<file path="src/design/ternary_binary_matmul_popcount_defines.svh">
// Assertion macros for the ternary-binary matmul block.
// Used by the top level only; empty bodies when SYNTHESIS is defined.
`ifndef TERNARY_BINARY_MATMUL_POPCOUNT_DEFINES_SVH
`define TERNARY_BINARY_MATMUL_POPCOUNT_DEFINES_SVH
`ifndef SYNTHESIS
`define TBMP_ASSERT_IMP(label, clk, rst, ante, cons) \
  label: assert property (@(posedge clk) disable iff (rst) (ante) |-> (cons)) \
    else $error("tbmp assertion failed");
`define TBMP_ASSERT_NXT(label, clk, rst, ante, cons) \
  label: assert property (@(posedge clk) disable iff (rst) (ante) |=> (cons)) \
    else $error("tbmp assertion failed");
`else
`define TBMP_ASSERT_IMP(label, clk, rst, ante, cons)
`define TBMP_ASSERT_NXT(label, clk, rst, ante, cons)
`endif
`endif

</file>
<file path="src/design/tbmp_pkg.sv">
// Shared constants, codes and controller/datapath interface types
// for the ternary-binary matmul block. No dependencies.
package tbmp_pkg;

  localparam int MAX_ROWS    = 64;
  localparam int MAX_WORDS   = 16;
  localparam int ROW_W       = $clog2(MAX_ROWS);
  localparam int WORD_W      = $clog2(MAX_WORDS);
  localparam int ADDR_W      = ROW_W + WORD_W;
  localparam int STORE_DEPTH = MAX_ROWS * MAX_WORDS;
  localparam int DATA_W      = 64;
  localparam int COL_W       = 12;
  localparam int ACC_W       = 12;
  localparam int CNT_W       = $clog2(DATA_W + 1);
  localparam int RIU_W       = 7;
  localparam int RIU_RESET   = 64;

  typedef enum logic {
    KIND_A_LOAD = 1'b0,
    KIND_B_WORD = 1'b1
  } kind_t;

  typedef struct packed {
    logic             load_we;
    logic             capture;
    logic             scan_rd;
    logic             emit;
    logic             emit_last;
    logic             clear;
    logic [ROW_W-1:0] row_idx;
  } ctrl_cmd_t;

  typedef struct packed {
    logic pipe_busy;
  } dp_status_t;

endpackage

</file>
<file path="src/design/tbmp_ctrl.sv">
// Controller: sequences loads, row scans, pipeline drain, result emission
// and accumulator clear. Depends on tbmp_pkg.
module tbmp_ctrl (
  input  logic                          clk,
  input  logic                          rst,
  input  logic                          start,
  input  logic                          kind,
  input  logic [tbmp_pkg::ROW_W-1:0]    row,
  input  logic [tbmp_pkg::WORD_W-1:0]   word,
  input  logic                          column_end,
  input  logic                          cfg_we,
  input  logic [tbmp_pkg::RIU_W-1:0]    cfg_wdata,
  input  tbmp_pkg::dp_status_t          status,
  output logic                          busy,
  output tbmp_pkg::ctrl_cmd_t           cmd
);

  typedef enum logic [2:0] {
    ST_IDLE,
    ST_SCAN,
    ST_DRAIN,
    ST_EMIT,
    ST_CLEAR
  } state_t;

  state_t                          state;
  logic [tbmp_pkg::ROW_W-1:0]      cnt;
  logic                            end_q;
  logic [tbmp_pkg::RIU_W-1:0]      rows_in_use;
  logic [tbmp_pkg::RIU_W-1:0]      eff;
  logic                            accept;
  logic                            emit_last;
  logic                            load_ok;
  logic                            word_ok;

  assign busy    = (state != ST_IDLE);
  assign accept  = start && (state == ST_IDLE);
  assign load_ok = (32'(row) < tbmp_pkg::MAX_ROWS) && (32'(word) < tbmp_pkg::MAX_WORDS);
  assign word_ok = (32'(word) < tbmp_pkg::MAX_WORDS);
  assign eff     = (rows_in_use > tbmp_pkg::RIU_W'(tbmp_pkg::MAX_ROWS))
                   ? tbmp_pkg::RIU_W'(tbmp_pkg::MAX_ROWS) : rows_in_use;
  assign emit_last = ({1'b0, cnt} == eff - tbmp_pkg::RIU_W'(1));

  always_comb begin
    cmd           = '0;
    cmd.load_we   = accept && (kind == tbmp_pkg::KIND_A_LOAD) && load_ok;
    cmd.capture   = accept;
    cmd.scan_rd   = (state == ST_SCAN);
    cmd.emit      = (state == ST_EMIT);
    cmd.emit_last = (state == ST_EMIT) && emit_last;
    cmd.clear     = (state == ST_CLEAR);
    cmd.row_idx   = cnt;
  end

  always_ff @(posedge clk) begin
    if (rst) begin
      state       <= ST_IDLE;
      cnt         <= '0;
      end_q       <= 1'b0;
      rows_in_use <= tbmp_pkg::RIU_W'(tbmp_pkg::RIU_RESET);
    end else begin
      if (cfg_we) begin
        rows_in_use <= cfg_wdata;
      end
      unique case (state)
        ST_IDLE: begin
          if (accept && (kind == tbmp_pkg::KIND_B_WORD)) begin
            end_q <= column_end;
            cnt   <= '0;
            state <= word_ok ? ST_SCAN : ST_DRAIN;
          end
        end
        ST_SCAN: begin
          if (cnt == tbmp_pkg::ROW_W'(tbmp_pkg::MAX_ROWS - 1)) begin
            cnt   <= '0;
            state <= ST_DRAIN;
          end else begin
            cnt <= cnt + tbmp_pkg::ROW_W'(1);
          end
        end
        ST_DRAIN: begin
          if (!status.pipe_busy) begin
            cnt <= '0;
            if (!end_q) begin
              state <= ST_IDLE;
            end else if (eff == '0) begin
              state <= ST_CLEAR;
            end else begin
              state <= ST_EMIT;
            end
          end
        end
        ST_EMIT: begin
          cnt <= cnt + tbmp_pkg::ROW_W'(1);
          if (emit_last) begin
            state <= ST_CLEAR;
          end
        end
        ST_CLEAR: begin
          state <= ST_IDLE;
        end
        default: begin
          state <= ST_IDLE;
        end
      endcase
    end
  end

endmodule

</file>
<file path="config.mk">
export PLATFORM = sky130hd
export DESIGN_NAME = tbmp_ctrl
export DESIGN_NICKNAME = d
export VERILOG_FILES = /design/src/design/ternary_binary_matmul_popcount_defines.svh /design/src/design/tbmp_pkg.sv /design/src/design/tbmp_ctrl.sv
export SDC_FILE = /design/constraint.sdc
export NUM_CORES = 1
export LEC_CHECK = 0
export BUFFER_PORTS_ARGS = -buffer_cell sky130_fd_sc_hd__buf_2
export CAP_MARGIN = 5
export CORE_UTILIZATION = 48
export DETAILED_ROUTE_END_ITERATION = 10
export PLACE_DENSITY = 0.76
export SYNTH_ARGS = -nofsm -noshare
export SYNTH_HDL_FRONTEND = slang
export SYNTH_SLANG_ARGS = --single-unit
</file>
<file path="constraint.sdc">
create_clock -name clk -period 2.43 [get_ports clk]
set_input_delay 0.1215 -clock clk [delete_from_list [all_inputs] [get_ports clk]]
set_output_delay 0.1215 -clock clk [all_outputs]
set_load 0.005 [all_outputs]
</file>
==> flow_metrics.env, run 1 <==
export IMPL_cp_start_kind="register"
export IMPL_final_nets=181
export IMPL_coreArea_um2=2000
export IMPL_dpl_hpwl_um=1700
export IMPL_p_leak_nw=0.554
export IMPL_rsz0062_at_grt="false"
export IMPL_slowest_stage="dfxtp_2"
export IMPL_status="completed"
export IMPL_synth_top_cell_area_share_pct=32.4
export IMPL_worst_slack_ns=0.110
export IMPL_synthFlopType="dfxtp_1"
export IMPL_yosys_top_cells_count="18 x nor2_1, 17 x dfxtp_1, 9 x nand2_1, 7 x mux2i_1"
export IMPL_avgSynthCellArea_um2=8.28
export IMPL_gp_congestion=0.877
export IMPL_syn_inst=127
export IMPL_h_tree_depth=1
export IMPL_path_cells="nand2b_4 -> ha_4 -> or3b_4 -> nor4_2 -> or3_1 -> nor4_2 -> nand3_1 -> inv_1 -> buf_2"
export IMPL_die_y_um=48.8
export IMPL_min_period_ns=2.32
export IMPL_cp_common_cell="nor4_2"
export IMPL_comb_power_share_pct=27.2
export IMPL_synth_top_area_cell="dfxtp_1"
export IMPL_synth_warnings=0
export IMPL_pwr_share_clk_pct=23.0
export IMPL_required_ns=2.31
export IMPL_ys_ff_latch=17
export IMPL_port_buffers=26
export IMPL_cts_made_buffers=3
export IMPL_clock_sinks=17
export IMPL_drt_total_wl_um=2280
export IMPL_finalMaxSlewViolations=0
export IMPL_path_delay_family="simple AND/OR/NAND/NOR gates"
export IMPL_num_rows=16
export IMPL_die_area_um2=2380
export IMPL_slowest_delay_ns=0.35
export IMPL_ctsRootBufferMaster="clkbuf_4"
export IMPL_first_iter_violations=17
export IMPL_crit_type="register to output pin"
export IMPL_hold_viol=0
export IMPL_worst_pin_slew_ns=0.450
export IMPL_drive_above_1_share_pct=29.2
export IMPL_synthArstFlopShare_pct=0
export IMPL_path_clk_slew_ns=0.09
export IMPL_multi_input_area_um2=681
export IMPL_cts_tree="built"
export IMPL_viasPerCell=5.42
export IMPL_switchingPower_mw=0.217
export IMPL_yosys_cell_types_count=40
export IMPL_grt_pass1_wl_um=3830
export IMPL_end_kind="output pin"
export IMPL_yosysSeqAreaShare_pct=32.4
export IMPL_drt_pass1_iterations=4
export IMPL_cp_max_fo=3
export IMPL_grt_start_max_net_pins=16
export IMPL_dpl_instance_area_um2=1190
export IMPL_grt_use_total_pct=20.6
export IMPL_syn_to_final_growth_pct=20.6
export IMPL_dp_slack_ns=0.208
export IMPL_synth_edf_count=0
export IMPL_crit_buf_inv=2
export IMPL_netlist_area_um2=1050
export IMPL_drtAntennaViolNets=0
export IMPL_ff_latch_area_um2=344
export IMPL_worstSkewPairLatency_ns=0.30
export IMPL_drc_errors=0
export IMPL_cp_arrival_ns=2.20
export IMPL_grt_pass1_vias=886
export IMPL_hold_class="primary input to register"
export IMPL_die_w_um=48.8
export IMPL_drv_cap=0
export IMPL_clock_path_buffers=2
export IMPL_p_per_area_nw_per_um2=523
export IMPL_syn_nets=153
export IMPL_seqPwrFrac_pct=49.8
export IMPL_tns_ns=0
export IMPL_maxSlewHeadroom_pct=69.8
export IMPL_initial_utilization_pct=52.5
export IMPL_finalClockSkew_ns=0.00593
export IMPL_wl_per_cell_um=12.6
export IMPL_gr_total_overflow=0
export IMPL_peakVddDrop_uv=402
export IMPL_vias=981
export IMPL_stdcell_area_um2=1270
export IMPL_fillers=181
export IMPL_setup_viol=0
export IMPL_diodes=0
export IMPL_p_int_mw=0.446
export IMPL_antenna_found_initial=0
export IMPL_fmax_mhz=431
export IMPL_final_util_pct=63.3
export IMPL_io_pins=37
export IMPL_period_share_pct=95.5
export IMPL_synthMostInstantiatedCell="nor2_1"
export IMPL_yosys_top_cells_area="dfxtp_1 32%, mux2i_1 6.7%, nor2_1 6.4%"
export IMPL_swShare_pct=32.7
[cells in the final DEF, fill, tap and decap left out, types with 2 or more instances in the layout]
cell type / netlist / final
o21bai_1: 3 / 3
a211oi_1: 2 / 2
mux2i_1: 7 / 7
or3_1: 2 / 2
a31oi_1: 3 / 3
o21ai_0: 2 / 2
buf_4: 2 / 3
dfxtp_2: 0 / 3
inv_1: 5 / 5
buf_2: 0 / 26
nor3_1: 5 / 5
a21oi_1: 3 / 3
and2_1: 2 / 2
nand2_1: 9 / 9
o31ai_1: 2 / 2
nor4_2: 2 / 2
xnor2_1: 4 / 4
xor2_1: 5 / 5
nor2_1: 18 / 18
clkbuf_4: 0 / 3
nand4_1: 2 / 2
dfxtp_1: 17 / 14
nand3_1: 3 / 3
nor2b_1: 2 / 2
nand2b_1: 5 / 3
nand2b_4: 0 / 2
[worst reg2reg max path, delay by kind of cell, from the launching register on]
family	cells	cell delay, ns
adders and majority gates	1	0.16
DFF	1	0.35
AOI/OAI and AO/OA	1	0.27
and+or+nand+nor	6	1.24
buffers and inverters	1	0.16
[logic make-up (layout without fill, tap and decap cells)]
group / count (synthesis) / in the layout / synth area share, %
AND/OR/NAND/NOR: 58 / 58 / 29.8
flip-flops: 17 / 17 / 32.4
adder cells (fa/ha/maj): 2 / 2 / 2.38
XOR/XNOR: 9 / 9 / 7.50
multiplexers: 7 / 7 / 6.67
buffers and inverters: 12 / 39 / 5.71
AO/OA/AOI/OAI: 22 / 22 / 15.6
[power by group through the flow]
| stage | clock [mW] | combinational [mW] | sequential [mW] |
|---|---|---|---|
| floorplan | 0 | 0.143 | 0.315 |
| global placement | 0 | 0.167 | 0.333 |
| detailed placement | 0 | 0.174 | 0.334 |
| CTS | 0.157 | 0.175 | 0.328 |
| global route | 0.168 | 0.203 | 0.335 |
| finish | 0.152 | 0.180 | 0.330 |
[registers in the layout, summed over array words and instances (netlist names)]
register,count
cnt,6
end_q,1
rows_in_use,7
state,3
[metrics by stage]
stage | hold slack (ns) | cells | total power [mW]
final | 0.0289 | 181 | 0.662
after global routing | 0.0298 | 181 | 0.706
after CTS | 0.0254 | 180 | 0.660
after detailed placement | 0.332 | 175 | 0.509
after global placement | 0.323 | 175 | 0.500
after floorplan | 0.190 | 127 | 0.458
[layer usage]
layer	vias up	part of all wire (%)	GRT usage, %	wire, um
met2	24	46	31.9	1060
met5	-	0	0	0
li1	502	-	-	-
met4	0	2.8	12.7	63
met1	448	47	27.0	1070
met3	7	4.2	2.80	96
[worst paths after layout]
path	slack, ns	from	endpoint	depth (start not counted)
max	0.11	rows_in_use[6]$_SDFFE_PP1P_	cmd[7]	9
min	0.03	cfg_wdata[6]	rows_in_use[6]$_SDFFE_PP1P_	2
max reg2reg	0.17	rows_in_use[6]$_SDFFE_PP1P_	state[2]$_SDFFE_PP0P_	9
min reg2reg	0.54	cnt[5]$_SDFFE_PP0P_	cnt[5]$_SDFFE_PP0P_	2
[what timing repair did]
| action | CTS | global route |
|---|---|---|
| setup endpoints to repair | 1 | 2 |
| gates resized for setup | 0 | 9 |
| hold buffers | 0 | 0 |
| pin swaps | 1 | 4 |
| buffers inserted | 1 | 1 |
[final cells by class]
cell class                 instances  area share, %
sequential                        17           27.1
timing repair buffer              30           12.9
clock buffer                       4           2.07
tap                               27           2.67
inverter                           5           1.48
multi-input combinational         98           53.7
Note: power is estimated with default switching activity, not from simulation.
==> run 2, diff against run 1 <==
--- a/config.mk
+++ b/config.mk
@@ -5,11 +5,13 @@
 export SDC_FILE = /design/constraint.sdc
 export NUM_CORES = 1
 export LEC_CHECK = 0
+export ABC_AREA = 1
 export BUFFER_PORTS_ARGS = -buffer_cell sky130_fd_sc_hd__buf_2
 export CAP_MARGIN = 5
-export CORE_UTILIZATION = 48
+export CORE_UTILIZATION = 50
+export CTS_CLUSTER_SIZE = 28
 export DETAILED_ROUTE_END_ITERATION = 10
-export PLACE_DENSITY = 0.76
+export PLACE_DENSITY = 0.78
 export SYNTH_ARGS = -nofsm -noshare
 export SYNTH_HDL_FRONTEND = slang
 export SYNTH_SLANG_ARGS = --single-unit
==> run 2 against run 1 <==
Compared with the run above: combinational power is 110% higher; worst setup slack gained 0.20 ns; critical endpoint unchanged; critical path depth increased by 2; core utilization increased by 0.47 points; critical path type unchanged; sequential share of layout area fell by 1.0 points.
==> flow_metrics.env, run 2 <==
export IMPL_status="completed"
export IMPL_wl_per_cell_um=11.0
export IMPL_yosys_top_cells_count="26 x nand2_1, 25 x nor2_1, 22 x inv_1, 17 x dfxtp_1"
export IMPL_grt_pass1_wl_um=4350
export IMPL_largest_register_ffs=7
export IMPL_cp_arrival_ns=2.00
export IMPL_drtAntennaViolNets=0
export IMPL_synth_warnings=0
export IMPL_initial_utilization_pct=55.6
export IMPL_syn_nets=193
export IMPL_drt_pass1_iterations=5
export IMPL_coreArea_um2=2040
export IMPL_cts_tree="built"
export IMPL_yosysSeqAreaShare_pct=30.0
export IMPL_p_per_area_nw_per_um2=680
export IMPL_syn_inst=167
export IMPL_synth_top_area_cell="dfxtp_1"
export IMPL_worst_pin_slew_ns=0.344
export IMPL_ys_ff_latch=17
export IMPL_rr_startpoint="rows_in_use[6]$_SDFFE_PP1P_"
export IMPL_r2r_cells=13
export IMPL_synth_top_cell_area_share_pct=30.0
export IMPL_final_nets=221
export IMPL_hold_viol=0
export IMPL_min_period_ns=2.12
export IMPL_critical_path_depth=11
export IMPL_drt_total_wl_um=2430
export IMPL_vias=1106
export IMPL_swShare_pct=41.1
export IMPL_tns_ns=0
export IMPL_netlist_area_um2=1130
export IMPL_die_w_um=49.6
export IMPL_drive_above_1_share_pct=27.8
export IMPL_power_mw=0.886
export IMPL_path_delay_family="simple AND/OR/NAND/NOR gates"
export IMPL_crit_start="rows_in_use[6]$_SDFFE_PP1P_"
export IMPL_avgSynthCellArea_um2=6.80
export IMPL_maxSlewHeadroom_pct=77.1
export IMPL_required_ns=2.31
export IMPL_p_leak_nw=0.667
export IMPL_peakVddDrop_uv=591
export IMPL_cts_made_buffers=3
export IMPL_hold_start="cfg_wdata[6]"
export IMPL_crit_type="register to output pin"
export IMPL_top_regs="rows_in_use x7, cnt x6, state x3"
export IMPL_gp_congestion=0.805
export IMPL_path_clk_slew_ns=0.10
export IMPL_finalClockSkew_ns=0.000416
export IMPL_synthFlopType="dfxtp_1"
export IMPL_grt_use_total_pct=22.4
export IMPL_h_tree_depth=1
export IMPL_seqPwrFrac_pct=39.3
export IMPL_comb_power_share_pct=43.7
export IMPL_switchingPower_mw=0.364
export IMPL_synthMostInstantiatedCell="nand2_1"
export IMPL_slowest_stage="dfxtp_1"
export IMPL_pwr_share_clk_pct=17.0
export IMPL_layout_common_cells="26 x nand2_1, 26 x buf_2, 25 x nor2_1"
export IMPL_drc_errors=0
export IMPL_fmax_mhz=472
export IMPL_path_cells="inv_2 -> nand2_4 -> ha_1 -> nand2_1 -> nor2_2 -> nand2_1 -> nand3_1 -> nor2_2 -> nand3_2 -> nor2_1 -> buf_2"
export IMPL_worstReg2RegEnd="state[1]$_SDFFE_PP0P_"
export IMPL_io_pins=37
export IMPL_ctsRootBufferMaster="clkbuf_4"
export IMPL_cp_max_fo=11
export IMPL_clock_sinks=17
export IMPL_grt_start_max_net_pins=12
export IMPL_crit_buf_inv=2
export IMPL_synth_edf_count=0
export IMPL_finalMaxSlewViolations=0
export IMPL_clock_path_buffers=2
export IMPL_synthArstFlopShare_pct=0
export IMPL_hold_class="primary input to register"
export IMPL_drv_cap=0
export IMPL_port_buffers=26
export IMPL_antenna_found_initial=0
export IMPL_first_iter_violations=20
export IMPL_yosys_cell_types_count=30
export IMPL_diodes=0
export IMPL_rsz0062_at_grt="false"
export IMPL_end_kind="output pin"
export IMPL_dpl_hpwl_um=1920
export IMPL_num_rows=16
export IMPL_gr_total_overflow=0
export IMPL_grt_pass1_vias=1086
export IMPL_yosys_top_cells_area="dfxtp_1 30%, nand2_1 8.6%, nor2_1 8.3%"
export IMPL_p_int_mw=0.522
export IMPL_cts_resized=0
export IMPL_viasPerCell=5.00
export IMPL_ctsHoldBuffers=0
export IMPL_die_y_um=49.6
export IMPL_die_area_um2=2460
export IMPL_period_share_pct=87.2
export IMPL_crit_end="cmd[7]"
export IMPL_rrSetupSlack_ns=0.57
export IMPL_cts_setup_buffers=0
export IMPL_setup_viol=0
export IMPL_syn_to_final_growth_pct=14.8
export IMPL_worstSkewPairLatency_ns=0.28
export IMPL_slowest_delay_ns=0.34
export IMPL_largest_register="rows_in_use"
export IMPL_cp_start_kind="register"
run 2: cell types whose count changed in the layout (fill, tap and decap cells not counted), sizes merged, moves of 4 or more:
cell | previous run | this run
nand3 | 3 | 16
o21ai | 3 | 17
nand2b | 5 | 0
buf | 30 | 26
a21oi | 3 | 8
nor2 | 18 | 32
mux2i | 7 | 0
nand2 | 9 | 33
inv | 5 | 24
run 2: layer usage:
metal | up-vias | track usage, % | wire, um
met5 | - | 0 | 0
met4 | 0 | 2.86 | 17
met3 | 4 | 4.01 | 134
met2 | 33 | 42.3 | 1190
met1 | 484 | 26.5 | 1090
li1 | 585 | - | -
run 2: worst min-delay path: cells and delay by family:
| kind | cells | cell delay (ns) |
|---|---|---|
| AO/OA/AOI/OAI | 2 | 0.10 |
| buffers and inverters | 1 | 0.07 |
run 2: area by class of cell:
cell class | instances | area, um^2
Fill cell | 211 | 739
Sequential cell | 17 | 340
Clock buffer | 4 | 26.3
Inverter | 24 | 90.1
Timing Repair Buffer | 26 | 130
Tap cell | 27 | 33.8
Multi-Input combinational cell | 123 | 682
run 2: cells by family after synthesis:
| logic type | after synthesis | share of synthesized area, % |
|---|---|---|
| flops | 17 | 30.0 |
| xor+xnor | 4 | 4.41 |
| buf+inv | 27 | 9.92 |
| simple gates | 90 | 39.2 |
| fa+ha+maj | 2 | 2.20 |
| compound gates | 27 | 14.2 |
run 2: stage by stage:
step / util, % / hold WS, ns / worst slack [ns] / cells / cell area (um^2)
global placement: 62.5 / 0.338 / 0.627 / 217 / 1280
global route: 63.8 / 0.0502 / 0.110 / 221 / 1300
floorplan: - / 0.191 / 0.821 / 167 / 1130
CTS: 63.8 / 0.0344 / 0.308 / 221 / 1300
detailed placement: 62.5 / 0.335 / 0.596 / 217 / 1280
finish: 63.8 / 0.0389 / 0.312 / 221 / 1300
run 2: worst min-delay path by stage:
| stage | endpoint | slack, ns | depth (start not counted) |
|---|---|---|---|
| floorplan | cnt[1]$_SDFFE_PP0P_ | 0.19 | 1 |
| CTS | rows_in_use[6]$_SDFFE_PP1P_ | 0.03 | 3 |
| detailed placement | rows_in_use[6]$_SDFFE_PP1P_ | 0.34 | 3 |
| global route | rows_in_use[6]$_SDFFE_PP1P_ | 0.05 | 3 |
| global placement | rows_in_use[6]$_SDFFE_PP1P_ | 0.34 | 3 |
| finish | rows_in_use[6]$_SDFFE_PP1P_ | 0.04 | 3 |
run 2: power by group through the flow:
stage / sequential [mW] / clock, mW / combinational (mW)
after floorplan: 0.350 / 0 / 0.294
after global placement: 0.354 / 0 / 0.374
after detailed placement: 0.355 / 0 / 0.383
after CTS: 0.348 / 0.155 / 0.386
after global routing: 0.354 / 0.169 / 0.436
final: 0.348 / 0.151 / 0.387
